==> config.mk <==
export PLATFORM = sky130hd
export DESIGN_NAME = mime_transfer_decoder_unit
export DESIGN_NICKNAME = d
export VERILOG_FILES = /design/src/sv/mtd_pkg.sv /design/src/sv/mtd_decode.sv /design/src/sv/mtd_out_buf.sv /design/src/sv/mime_transfer_decoder_unit.sv
export SDC_FILE = /design/constraint.sdc
export NUM_CORES = 1
export LEC_CHECK = 0
export BUFFER_PORTS_ARGS = -buffer_cell sky130_fd_sc_hd__buf_2
export CAP_MARGIN = 20
export CORE_MARGIN = 3
export CORE_UTILIZATION = 45
export CTS_BUF_LIST = sky130_fd_sc_hd__clkbuf_2 sky130_fd_sc_hd__clkbuf_4 sky130_fd_sc_hd__clkbuf_8
export CTS_CLUSTER_SIZE = 8
export DETAILED_ROUTE_END_ITERATION = 16
export GPL_TIMING_DRIVEN = 0
export PLACE_DENSITY = 0.71
export SYNTH_ARGS = -nofsm -noshare
export SYNTH_HDL_FRONTEND = slang
export SYNTH_SLANG_ARGS = --single-unit
==> constraint.sdc <==
create_clock -name i_clk -period 5.1 [get_ports i_clk]
set_input_delay 0.255 -clock i_clk [delete_from_list [all_inputs] [get_ports i_clk]]
set_output_delay 0.255 -clock i_clk [all_outputs]
set_load 0.05 [all_outputs]
==> src/sv/mtd_pkg.sv <==
`default_nettype none
package mtd_pkg;

    // Most result bytes one body byte can cause
    localparam int unsigned MAX_RESULTS = 3;
    localparam int unsigned CNT_W       = $clog2(MAX_RESULTS + 1);
    localparam int unsigned IDX_W       = $clog2(MAX_RESULTS);

    // Transfer mode codes
    localparam logic [1:0] MODE_PASS = 2'd0;
    localparam logic [1:0] MODE_B64  = 2'd1;
    localparam logic [1:0] MODE_QP   = 2'd2;

    // Quoted-printable escape hold codes
    localparam logic [1:0] HOLD_NONE = 2'd0;
    localparam logic [1:0] HOLD_EQ   = 2'd1;
    localparam logic [1:0] HOLD_TWO  = 2'd2;

    // Group of result bytes caused by one body byte
    typedef struct packed {
        logic [CNT_W-1:0]             cnt;
        logic [MAX_RESULTS-1:0][7:0]  data;
    } t_result_grp;

endpackage
`default_nettype wire

==> src/sv/mtd_decode.sv <==
`default_nettype none
module mtd_decode (
    input  wire logic               i_clk,
    input  wire logic               i_rst_n,
    input  wire logic               i_cfg_valid,
    input  wire logic [1:0]         i_cfg_data,
    input  wire logic               i_take,
    input  wire logic [7:0]         i_byte,
    input  wire logic               i_last,
    output mtd_pkg::t_result_grp    o_grp
);
    import mtd_pkg::*;

    localparam logic [7:0] CHAR_EQ = 8'h3D;
    localparam logic [7:0] CHAR_LF = 8'h0A;
    localparam logic [7:0] CHAR_CR = 8'h0D;

    logic [1:0] r_mode;
    logic [5:0] r_acc, n_acc;
    logic [1:0] r_pairs, n_pairs;
    logic       r_pad, n_pad;
    logic [1:0] r_held, n_held;
    logic [7:0] r_second, n_second;

    // Append one byte to a result group
    function automatic t_result_grp push(input t_result_grp g, input logic [7:0] b);
        t_result_grp r;
        r = g;
        if (g.cnt != CNT_W'(MAX_RESULTS)) begin
            r.data[g.cnt[IDX_W-1:0]] = b;
            r.cnt = g.cnt + CNT_W'(1);
        end
        return r;
    endfunction

    // Base64 alphabet: valid flag and six bits
    function automatic logic [6:0] sixbit_of(input logic [7:0] c);
        logic [7:0] t;
        t = 8'h00;
        if (c >= 8'h41 && c <= 8'h5A) begin
            t = c - 8'h41;
            return {1'b1, t[5:0]};
        end else if (c >= 8'h61 && c <= 8'h7A) begin
            t = c - 8'h47;
            return {1'b1, t[5:0]};
        end else if (c >= 8'h30 && c <= 8'h39) begin
            t = c + 8'h04;
            return {1'b1, t[5:0]};
        end else if (c == 8'h2B) begin
            return {1'b1, 6'd62};
        end else if (c == 8'h2F) begin
            return {1'b1, 6'd63};
        end
        return 7'd0;
    endfunction

    // Hex digit of either case: valid flag and nibble
    function automatic logic [4:0] nibble_of(input logic [7:0] c);
        logic [7:0] t;
        t = 8'h00;
        if (c >= 8'h30 && c <= 8'h39) begin
            t = c - 8'h30;
            return {1'b1, t[3:0]};
        end else if (c >= 8'h61 && c <= 8'h66) begin
            t = c - 8'h57;
            return {1'b1, t[3:0]};
        end else if (c >= 8'h41 && c <= 8'h46) begin
            t = c - 8'h37;
            return {1'b1, t[3:0]};
        end
        return 5'd0;
    endfunction

    function automatic logic is_blank(input logic [7:0] c);
        return c == 8'h20 || c == 8'h09 || c == 8'h0A || c == 8'h0D ||
               c == 8'h0C || c == 8'h0B;
    endfunction

    // Decode one byte against the held state
    always_comb begin
        t_result_grp g;
        logic [6:0]  sx;
        logic [4:0]  nc;
        logic [4:0]  ns;
        g        = '0;
        sx       = sixbit_of(i_byte);
        nc       = nibble_of(i_byte);
        ns       = nibble_of(r_second);
        n_acc    = r_acc;
        n_pairs  = r_pairs;
        n_pad    = r_pad;
        n_held   = r_held;
        n_second = r_second;
        case (r_mode)
            MODE_B64: begin
                if (!r_pad && !is_blank(i_byte)) begin
                    if (i_byte == CHAR_EQ) begin
                        n_pad = 1'b1;
                    end else if (sx[6]) begin
                        case (r_pairs)
                            2'd0: begin
                                n_acc   = sx[5:0];
                                n_pairs = 2'd3;
                            end
                            2'd1: begin
                                g       = push(g, {r_acc[1:0], sx[5:0]});
                                n_acc   = 6'd0;
                                n_pairs = 2'd0;
                            end
                            2'd2: begin
                                g       = push(g, {r_acc[3:0], sx[5:2]});
                                n_acc   = {4'd0, sx[1:0]};
                                n_pairs = 2'd1;
                            end
                            default: begin
                                g       = push(g, {r_acc[5:0], sx[5:4]});
                                n_acc   = {2'd0, sx[3:0]};
                                n_pairs = 2'd2;
                            end
                        endcase
                    end
                end
            end
            MODE_QP: begin
                case (r_held)
                    HOLD_EQ: begin
                        if (i_byte == CHAR_LF) begin
                            n_held = HOLD_NONE;
                        end else if (i_byte == CHAR_CR || nc[4]) begin
                            n_second = i_byte;
                            n_held   = HOLD_TWO;
                        end else begin
                            g = push(g, CHAR_EQ);
                            if (i_byte == CHAR_EQ) begin
                                n_held = HOLD_EQ;
                            end else begin
                                g      = push(g, i_byte);
                                n_held = HOLD_NONE;
                            end
                        end
                    end
                    HOLD_TWO: begin
                        n_held   = HOLD_NONE;
                        n_second = 8'h00;
                        if (r_second == CHAR_CR && i_byte == CHAR_LF) begin
                            // soft line break: drop it
                        end else if (ns[4] && nc[4]) begin
                            g = push(g, {ns[3:0], nc[3:0]});
                        end else begin
                            // malformed escape: emit '=', held byte; recheck new one
                            g = push(g, CHAR_EQ);
                            g = push(g, r_second);
                            if (i_byte == CHAR_EQ) begin
                                n_held = HOLD_EQ;
                            end else begin
                                g = push(g, i_byte);
                            end
                        end
                    end
                    default: begin
                        if (i_byte == CHAR_EQ) begin
                            n_held = HOLD_EQ;
                        end else begin
                            g      = push(g, i_byte);
                            n_held = HOLD_NONE;
                        end
                    end
                endcase
                // flush held escape bytes at message end
                if (i_last) begin
                    if (n_held == HOLD_EQ) begin
                        g = push(g, CHAR_EQ);
                    end else if (n_held == HOLD_TWO) begin
                        g = push(g, CHAR_EQ);
                        g = push(g, n_second);
                    end
                end
            end
            default: begin
                g = push(g, i_byte);
            end
        endcase
        if (i_last) begin
            n_acc    = 6'd0;
            n_pairs  = 2'd0;
            n_pad    = 1'b0;
            n_held   = HOLD_NONE;
            n_second = 8'h00;
        end
        o_grp = g;
    end

    // Hold the mode register
    always_ff @(posedge i_clk) begin
        if (!i_rst_n) begin
            r_mode <= MODE_PASS;
        end else if (i_cfg_valid) begin
            r_mode <= i_cfg_data;
        end
    end

    // Advance decoder state on each taken byte
    always_ff @(posedge i_clk) begin
        if (!i_rst_n) begin
            r_acc    <= 6'd0;
            r_pairs  <= 2'd0;
            r_pad    <= 1'b0;
            r_held   <= HOLD_NONE;
            r_second <= 8'h00;
        end else if (i_take) begin
            r_acc    <= n_acc;
            r_pairs  <= n_pairs;
            r_pad    <= n_pad;
            r_held   <= n_held;
            r_second <= n_second;
        end
    end

`ifndef SYNTHESIS
    a_held_code: assert property (@(posedge i_clk) disable iff (!i_rst_n)
        r_held == HOLD_NONE || r_held == HOLD_EQ || r_held == HOLD_TWO)
        else $error("escape hold code out of range");
    a_last_clears: assert property (@(posedge i_clk) disable iff (!i_rst_n)
        i_take && i_last |=> r_held == HOLD_NONE && !r_pad && r_pairs == 2'd0)
        else $error("state not cleared after message end");
    a_idle_holds: assert property (@(posedge i_clk) disable iff (!i_rst_n)
        !i_take |=> $stable(r_held) && $stable(r_pairs) && $stable(r_pad))
        else $error("state moved without a taken byte");
`endif

endmodule
`default_nettype wire

==> src/sv/mtd_out_buf.sv <==
`default_nettype none
module mtd_out_buf (
    input  wire logic                  i_clk,
    input  wire logic                  i_rst_n,
    input  wire logic                  i_load,
    input  wire mtd_pkg::t_result_grp  i_grp,
    output logic                       o_free,
    output logic                       o_m_axis_tvalid,
    input  wire logic                  i_m_axis_tready,
    output logic [7:0]                 o_m_axis_tdata,   // out_byte [7:0]
    output logic                       o_m_axis_tlast    // run_last
);
    import mtd_pkg::*;

    logic [CNT_W-1:0]            r_cnt;
    logic [IDX_W-1:0]            r_idx;
    logic [MAX_RESULTS-1:0][7:0] r_data;
    logic                        w_last;
    logic                        w_done;

    // Drive the current result byte
    assign w_last          = (CNT_W'(r_idx) + CNT_W'(1)) == r_cnt;
    assign o_m_axis_tvalid = r_cnt != '0;
    assign o_m_axis_tdata  = r_data[r_idx];
    assign o_m_axis_tlast  = w_last;
    assign w_done          = o_m_axis_tvalid && i_m_axis_tready && w_last;
    assign o_free          = (r_cnt == '0) || w_done;

    // Load a group, advance per delivered byte
    always_ff @(posedge i_clk) begin
        if (!i_rst_n) begin
            r_cnt <= '0;
            r_idx <= '0;
        end else if (i_load) begin
            r_cnt <= i_grp.cnt;
            r_idx <= '0;
        end else if (w_done) begin
            r_cnt <= '0;
            r_idx <= '0;
        end else if (o_m_axis_tvalid && i_m_axis_tready) begin
            r_idx <= r_idx + IDX_W'(1);
        end
    end

    always_ff @(posedge i_clk) begin
        if (i_load) begin
            r_data <= i_grp.data;
        end
    end

`ifndef SYNTHESIS
    a_idx_in_range: assert property (@(posedge i_clk) disable iff (!i_rst_n)
        r_cnt != '0 |-> CNT_W'(r_idx) < r_cnt)
        else $error("result index beyond group");
    a_load_when_free: assert property (@(posedge i_clk) disable iff (!i_rst_n)
        i_load |-> o_free && i_grp.cnt != '0)
        else $error("group loaded over pending results");
    a_cnt_bound: assert property (@(posedge i_clk) disable iff (!i_rst_n)
        r_cnt <= CNT_W'(MAX_RESULTS))
        else $error("result count too large");
`endif

endmodule
`default_nettype wire

==> src/sv/mime_transfer_decoder_unit.sv <==
`default_nettype none
// MIME body decoder: takes one encoded body byte per request and returns zero to three
// decoded bytes, in pass-through, base64 or quoted-printable mode as set by the mode
// register (write it only while the block is idle). While the output is ready, the
// result buffer sends one byte per cycle, and a byte is accepted every cycle if it
// yields at most one result; a byte with several results holds the output until all
// are sent, stalling the input register. Bytes that yield nothing pass without waiting
// on the output. Each byte goes through the input register, then the result buffer.
// tlast on the output marks the last result caused by one input byte; tlast on the input
// marks the end of the body, which flushes held escape bytes and clears the decoding state.
module mime_transfer_decoder_unit (
    input  wire logic        i_clk,
    input  wire logic        i_rst_n,
    input  wire logic        i_cfg_valid,
    output logic             o_cfg_ready,
    input  wire logic [1:0]  i_cfg_data,       // transfer_mode [1:0]
    input  wire logic        i_s_axis_tvalid,
    output logic             o_s_axis_tready,
    input  wire logic [7:0]  i_s_axis_tdata,   // in_byte [7:0]
    input  wire logic        i_s_axis_tlast,   // message_last
    output logic             o_m_axis_tvalid,
    input  wire logic        i_m_axis_tready,
    output logic [7:0]       o_m_axis_tdata,   // out_byte [7:0]
    output logic             o_m_axis_tlast    // run_last
);
    import mtd_pkg::*;

    logic        r_in_valid;
    logic [7:0]  r_in_byte;
    logic        r_in_last;
    logic        w_take;
    logic        w_free;
    t_result_grp w_grp;

    assign o_cfg_ready = 1'b1;

    // Consume the held byte when its results fit in the buffer
    assign w_take          = r_in_valid && (w_grp.cnt == '0 || w_free);
    assign o_s_axis_tready = !r_in_valid || w_take;

    // Hold the input request
    always_ff @(posedge i_clk) begin
        if (!i_rst_n) begin
            r_in_valid <= 1'b0;
        end else if (o_s_axis_tready) begin
            r_in_valid <= i_s_axis_tvalid;
        end
    end

    always_ff @(posedge i_clk) begin
        if (o_s_axis_tready && i_s_axis_tvalid) begin
            r_in_byte <= i_s_axis_tdata;
            r_in_last <= i_s_axis_tlast;
        end
    end

    mtd_decode u_decode (
        .i_clk       (i_clk),
        .i_rst_n     (i_rst_n),
        .i_cfg_valid (i_cfg_valid),
        .i_cfg_data  (i_cfg_data),
        .i_take      (w_take),
        .i_byte      (r_in_byte),
        .i_last      (r_in_last),
        .o_grp       (w_grp)
    );

    mtd_out_buf u_out_buf (
        .i_clk           (i_clk),
        .i_rst_n         (i_rst_n),
        .i_load          (w_take && w_grp.cnt != '0),
        .i_grp           (w_grp),
        .o_free          (w_free),
        .o_m_axis_tvalid (o_m_axis_tvalid),
        .i_m_axis_tready (i_m_axis_tready),
        .o_m_axis_tdata  (o_m_axis_tdata),
        .o_m_axis_tlast  (o_m_axis_tlast)
    );

endmodule
`default_nettype wire
## Word level (Yosys, flattened, before mapping)

Cells that the tools add are included.
Widths: inputs -> output; s select.

- $add $sub $neg: 15
- Order comparisons: 25
- Equal/unequal tests: 25
- Muxes and demuxes: 120
- Bitwise operators: 4
- Reductions and logical operators: 48

Operators with widths:

| kind | number |
|---|---|
| $mux 26 | 26 |
| $mux 8 | 19 |
| $pmux 26 s2 | 2 |
| $bwmux 24 | 4 |
| $demux 8 s2 | 5 |
| $pmux 25 s3 | 1 |
| $eq 8x4->1 const B | 6 |
| $le 8x7->1 const B | 6 |
| $mux 2 | 22 |
| $mux 7 | 6 |
| $mux 5 | 8 |
| $eq 8x6->1 const B | 4 |
| $ge 8x7->1 const B | 4 |
| $mux 6 | 5 |
| $mux 25 | 1 |
| $logic_and 1x1->1 | 21 |
| $lt 2x3->1 const B | 6 |
| $pmux 6 s3 | 1 |
| $bmux 8 s2 | 1 |
| $ge 8x6->1 const B | 2 |
| $le 8x6->1 const B | 2 |
| $mux 1 | 16 |
| $pmux 8 s2 | 1 |
| $reduce_bool 2->1 | 8 |
| other kinds (24) | 60 |

- Register bits after elaboration: 59
- Bits of input ports: 16
- Output and inout bits: 12
- Word-level logic and storage cells: 251

## Depth between registers and ports, before layout

- Depth in word-level cells: 58
- Mapped depth: 13
- Depth with buffers taken out: 11

## Hierarchy

A second synthesis with hierarchy kept.

- Cell total of the unflattened synthesis: 560
- Area total of the unflattened synthesis: 4867.2 um2

Modules (own cells, without submodules):

| module | instances | cells each | area an instance (um2) | sequential area each (um2) |
|---|---|---|---|---|
| mtd_decode | 1 | 449 | 3291.9 | 420.4 |
| mtd_out_buf | 1 | 90 | 1222.4 | 800.8 |
| mime_transfer_decoder_unit | 1 | 21 | 352.8 | 290.3 |

## Worst setup path after synthesis

OpenSTA, ideal clock, no wires.

- Path kind: register -> register
- From: register r_in_byte[1]
- To: register u_out_buf.r_data[0] (netlist name) (enable)
- Setup time: 0.415 ns
- Data arrival time: 4.291 ns
- Required time: 4.685 ns
- Path slack: 0.394 ns
- Cell stages (with the launch flop): 12
- Buffers on the path: 1
- Clock period less this slack: 4.706 ns
- Cell sequence: edfxtp_1 clkbuf_1 inv_1 ha_1 nand2b_1 a2111oi_1 nor4_1 a211oi_2 nor2_1 or4_1 a31o_2 a21boi_1

- Word-level cells in the longest chain between the ends: 27
- Elaborated cells between the ends (all ways): 88
- Classes of those cells: add/sub (2); order compare (8); eq/ne (13); mux (45); reduce/logical (20)

Ends and longest elaborated chain:

| what | line | source |
|---|---|---|
| start, declared | mime_transfer_decoder_unit.sv:29 | `logic [7:0] r_in_byte;` |
| start signal, assigned | mime_transfer_decoder_unit.sv:52 | `r_in_byte <= i_s_axis_tdata;` |
| $ge 8x7->1 or $le 8x7->1 (tied branches) | mtd_decode.sv:40, mtd_decode.sv:67 |  |
| $logic_and 1x1->1 | mtd_decode.sv:67 | `end else if (c >= 8'h41 && c <= 8'h46) begin` |
| $mux 1 | mtd_decode.sv:67 |  |
| $mux 1 | mtd_decode.sv:64 | `end else if (c >= 8'h61 && c <= 8'h66) begin` |
| $mux 1 | mtd_decode.sv:61 | `if (c >= 8'h30 && c <= 8'h39) begin` |
| $mux 5 | mtd_decode.sv:71 | `return 5'd0;` |
| $logic_and 1x1->1 or $logic_or 1x1->1 (tied branches) | mtd_decode.sv:147, mtd_decode.sv:129 |  |
| $mux 26 (on tied branches) | mtd_decode.sv:147, mtd_decode.sv:129 |  |
| [... 12 more ...] | -- |  |
| $mux 26 | mtd_decode.sv:171 | `if (n_held == HOLD_EQ) begin` |
| $mux 26 | mtd_decode.sv:170 | `if (i_last) begin` |
| $pmux 26 s2 (*) | mtd_decode.sv:94 | `case (r_mode)` |
| $logic_not 2->1 | mime_transfer_decoder_unit.sv:38 | `assign w_take = r_in_valid && (w_grp.cnt == '0 \|\| w_free);` |
| $logic_or 1x1->1 | mime_transfer_decoder_unit.sv:38 |  |
| $logic_and 1x1->1 | mime_transfer_decoder_unit.sv:38 |  |
| $logic_and 1x1->1 (*) | mime_transfer_decoder_unit.sv:71 | `.i_load (w_take && w_grp.cnt != '0),` |
| via u_out_buf.i_load | mtd_out_buf.sv:5 | `input wire logic i_load,` |
| end signal, assigned | mtd_out_buf.sv:47 | `r_data <= i_grp.data;` |
| end, declared | mtd_out_buf.sv:17 | `logic [MAX_RESULTS-1:0][7:0] r_data;` |

Mark *: on every way through the listed nets, which the timed path passes. The rest lies on a longest branch. The select of a mux whose other input is x is not followed.
A chain may end at the register's enable or synchronous reset.

==> results.cfg <==
[sta]
final_hold_viol_count = 0
setup_ws_ps = 283
post-route-period-util_pct = 94.4
worst_slew_margin_rel_pct = 47.9
holdWs_ps = 67.4
setup_viol = 0
period_minus_slack_ps = 4820
worst_pin_slew_ps = 775
drv_slew = 0
rsz0062_at_grt = false
skew_ps = 15.2
max_freq_mhz = 208

[outcome]
status = finished, final reports clean

[power_and_ir_drop]
combPwrFrac_pct = 19.9
p_int_mw = 0.850
p_sw_share_pct = 30.4
ir_worst_vdd_uv = 112
p_seq_share_pct = 43.9
clkPwrFrac_pct = 36.1
p_per_area_mw_per_mm2 = 235
leakagePower_nw = 1.89
power.switching_mw = 0.371
p_total_mw = 1.22

[routing]
drtIter0Drc = 683
first_pass_iters = 8
postRouteAntennaNets = 0
vias = 4641
viasPerCell = 6.34
wl_um = 14200
wl_per_cell_um = 19.4
route.detailed.drc = 0

[die]
core_sq_mm = 0.00991
die_w_um = 108
die_height_um = 108
dieArea_sq_mm = 0.0116
initial_utilization_pct = 46.9
core.rowCount = 36
pin_count = 28

[grt]
grt_pass1_vias = 4173
grtUsageTotal_pct = 24.8
grt_pass1_wl_um = 22300
grt_max_degree = 21
grt_antenna_before_repair = 0
grt_overflow_total = 0

[yosys]
synth_area_sq_mm = 0.00465
synth_warnings = 0
syn-num-nets = 595
synthArstFlopShare_pct = 0
yosys_register_bits = 59
seq_area_frac_synth_pct = 32.5
synth_ff_type = edfxtp_1
synth_cell_types = 79
synth-edff-count = 33
syn_inst = 556
synth.avg_cell_area_sq_um = 8.36

[critical_path]
worstPathRequired_ps = 5320
critPathCaptureType = flop
worstPathArrival_ps = 5030
worstReg2RegEnd = u_out_buf.r_data[2]$_DFFE_PP_
startpoint_type = flop
r2r_cells = 12
r2r-start = r_in_byte[2]$_DFFE_PP_
crit_type = flop to flop
r2r_slack_ps = 280
crit_fanout = 10

[worst_hold_path]
hold_path_startpoint = i_s_axis_tlast
worstHoldEndpoint = r_in_last$_DFFE_PP_
hold_class = input port to flop
whs_path_depth = 1

[layout]
layout-drive-gt1-share_pct = 11.0
final_cell_count_no_fill = 732
nets = 633
n_antenna_cell = 0
mostFrequentLayoutCell = nand2_1
layout_common_cells = 78 x nand2_1, 35 x nor2_1, 33 x clkbuf_1, 33 x edfxtp_1, 31 x o21ai_0
fin_area_sq_mm = 0.00519
area_growth_syn_to_layout_pct = 11.6

[placement]
dp_slack_ps = 108
placed_area_sq_mm = 0.00496
portBuffers = 26
placedCellCount = 716
dp_hpwl_um = 10700
finalWeightedCongestion = 0.987

[clocking]
cts_buffer_depth = 2
hold_buffers = 0
clkLatencyLatePin_ps = 360
clk_pin_slew_worst_paths_ps = 70
cts_buffers = 9
tritoncts = done
cts_htree_levels = 3
cts_sinks = 59
root_buffer = clkbuf_8

[flow_run]
max_cap_viol_count = 0
-- cell type report --
| class | instances | area [sq um] |
|---|---|---|
| fill | 971 | 4720 |
| multi-input combinational | 431 | 2910 |
| sequential | 59 | 1510 |
| tap | 133 | 166 |
| clock buffer | 13 | 160 |
| timing repair buffer | 27 | 145 |
| buffer | 37 | 144 |
| inverter | 29 | 109 |
| clock inverter | 3 | 40.0 |
-- cells in the mapped netlist (3+ instances only) --
cell	instances	area share, %
a22o_1	5	0.94
a21o_1	7	1.1
ha_1	23	6.2
a21oi_1	26	2.8
edfxtp_1	33	21
nor4bb_1	3	0.65
o21ai_0	31	3.3
a221o_1	5	1.1
and2_1	5	0.67
a32o_1	5	1.1
a211oi_1	3	0.48
nand3_1	19	2.0
a31oi_1	12	1.6
dfxtp_1	26	11
o31ai_1	3	0.48
inv_1	28	2.3
xor2_1	3	0.57
mux2i_1	23	5.0
and3_1	5	0.67
nor2b_1	4	0.54
nor3_1	15	1.6
or3_1	3	0.40
a32oi_1	4	0.75
xnor2_1	7	1.3
nor2_1	35	2.8
nand2b_1	8	1.1
a22oi_1	16	2.6
o22ai_1	8	1.1
nand2_1	78	6.3
o2bb2ai_1	4	0.75
nand4_1	5	0.67
nor3b_1	3	0.48
clkbuf_1	34	2.7
a221oi_1	8	1.5
-- metal layers --
metal	part of all wire, %	routed length, um	up-vias	global-route usage (%)
met5	0	0	-	0
met4	3.0	420	0	9.38
met3	9.0	1280	33	5.16
met2	44	6300	229	37.8
met1	44	6230	2201	34.5
li1	-	-	2178	-
-- cell families after synthesis --
kind of cell | after synthesis | synth area share [%]
AO/OA/AOI/OAI | 178 | 28.6
XOR/XNOR | 10 | 1.88
adder cells (fa/ha/maj) | 23 | 6.19
buffers and inverters | 66 | 5.41
flip-flops | 59 | 32.5
multiplexers | 23 | 4.95
other | 1 | 0.0807
AND/OR/NAND/NOR | 196 | 20.4
-- state kept, by name (all words and copies together), names as in the netlist --
signal             flops
u_out_buf.r_idx        2
r_in_byte              8
u_out_buf.r_data      24
u_decode.r_second      8
u_decode.r_pairs       2
r_in_valid             1
u_decode.r_pad         1
u_decode.r_acc         6
u_decode.r_held        2
u_decode.r_mode        2
u_out_buf.r_cnt        2
r_in_last              1
-- timing repair --
| item | 4_1_cts | 5_1_grt |
|---|---|---|
| setup endpoints to repair | 0 | 46 |
| setup buffers | 0 | 0 |
| gates resized for setup | 0 | 5 |
-- how the worst max path moves through the flow --
stage	endpoint	slack (ps)	start	cells after the start
2_1_floorplan	u_out_buf.r_data[0]$_DFFE_PP_	390	r_in_byte[1]$_DFFE_PP_	11
3_5_place_dp	u_out_buf.r_data[6]$_DFFE_PP_	110	r_in_byte[1]$_DFFE_PP_	12
5_1_grt	u_out_buf.r_data[2]$_DFFE_PP_	60	r_in_byte[1]$_DFFE_PP_	12
4_1_cts	o_s_axis_tready	30	r_in_byte[1]$_DFFE_PP_	12
6_report	u_out_buf.r_data[2]$_DFFE_PP_	280	r_in_byte[2]$_DFFE_PP_	12
3_3_place_gp	u_out_buf.r_data[4]$_DFFE_PP_	-1160	r_in_byte[1]$_DFFE_PP_	11
-- metrics by stage --
stage / TNS (ps) / util (%)
after detailed placement: 0 / 50.1
after global placement: -29870 / 49.9
final: 0 / 52.4
after floorplan: 0 / -
after CTS: 0 / 52.1
after global routing: 0 / 52.4
-- worst max-delay path, cell delays in order, from the launching register on --
cell	delay (ps)
edfxtp_1	440
clkbuf_1	460
inv_1	270
ha_1	370
a21o_1	230
a311oi_1	570
nand2_1	330
and3_1	230
clkbuf_1	180
a2111oi_1	690
a32oi_1	90
o21ai_0	580
a221o_1	250
-- power by group through the flow --
stage,clock (mW),sequential (mW),combinational (mW)
2_1_floorplan,0,0.542,0.170
3_3_place_gp,0,0.547,0.230
3_5_place_dp,0,0.547,0.235
4_1_cts,0.450,0.536,0.237
5_1_grt,0.470,0.538,0.261
6_report,0.441,0.536,0.243
Note: power is estimated with default switching activity, not from simulation.
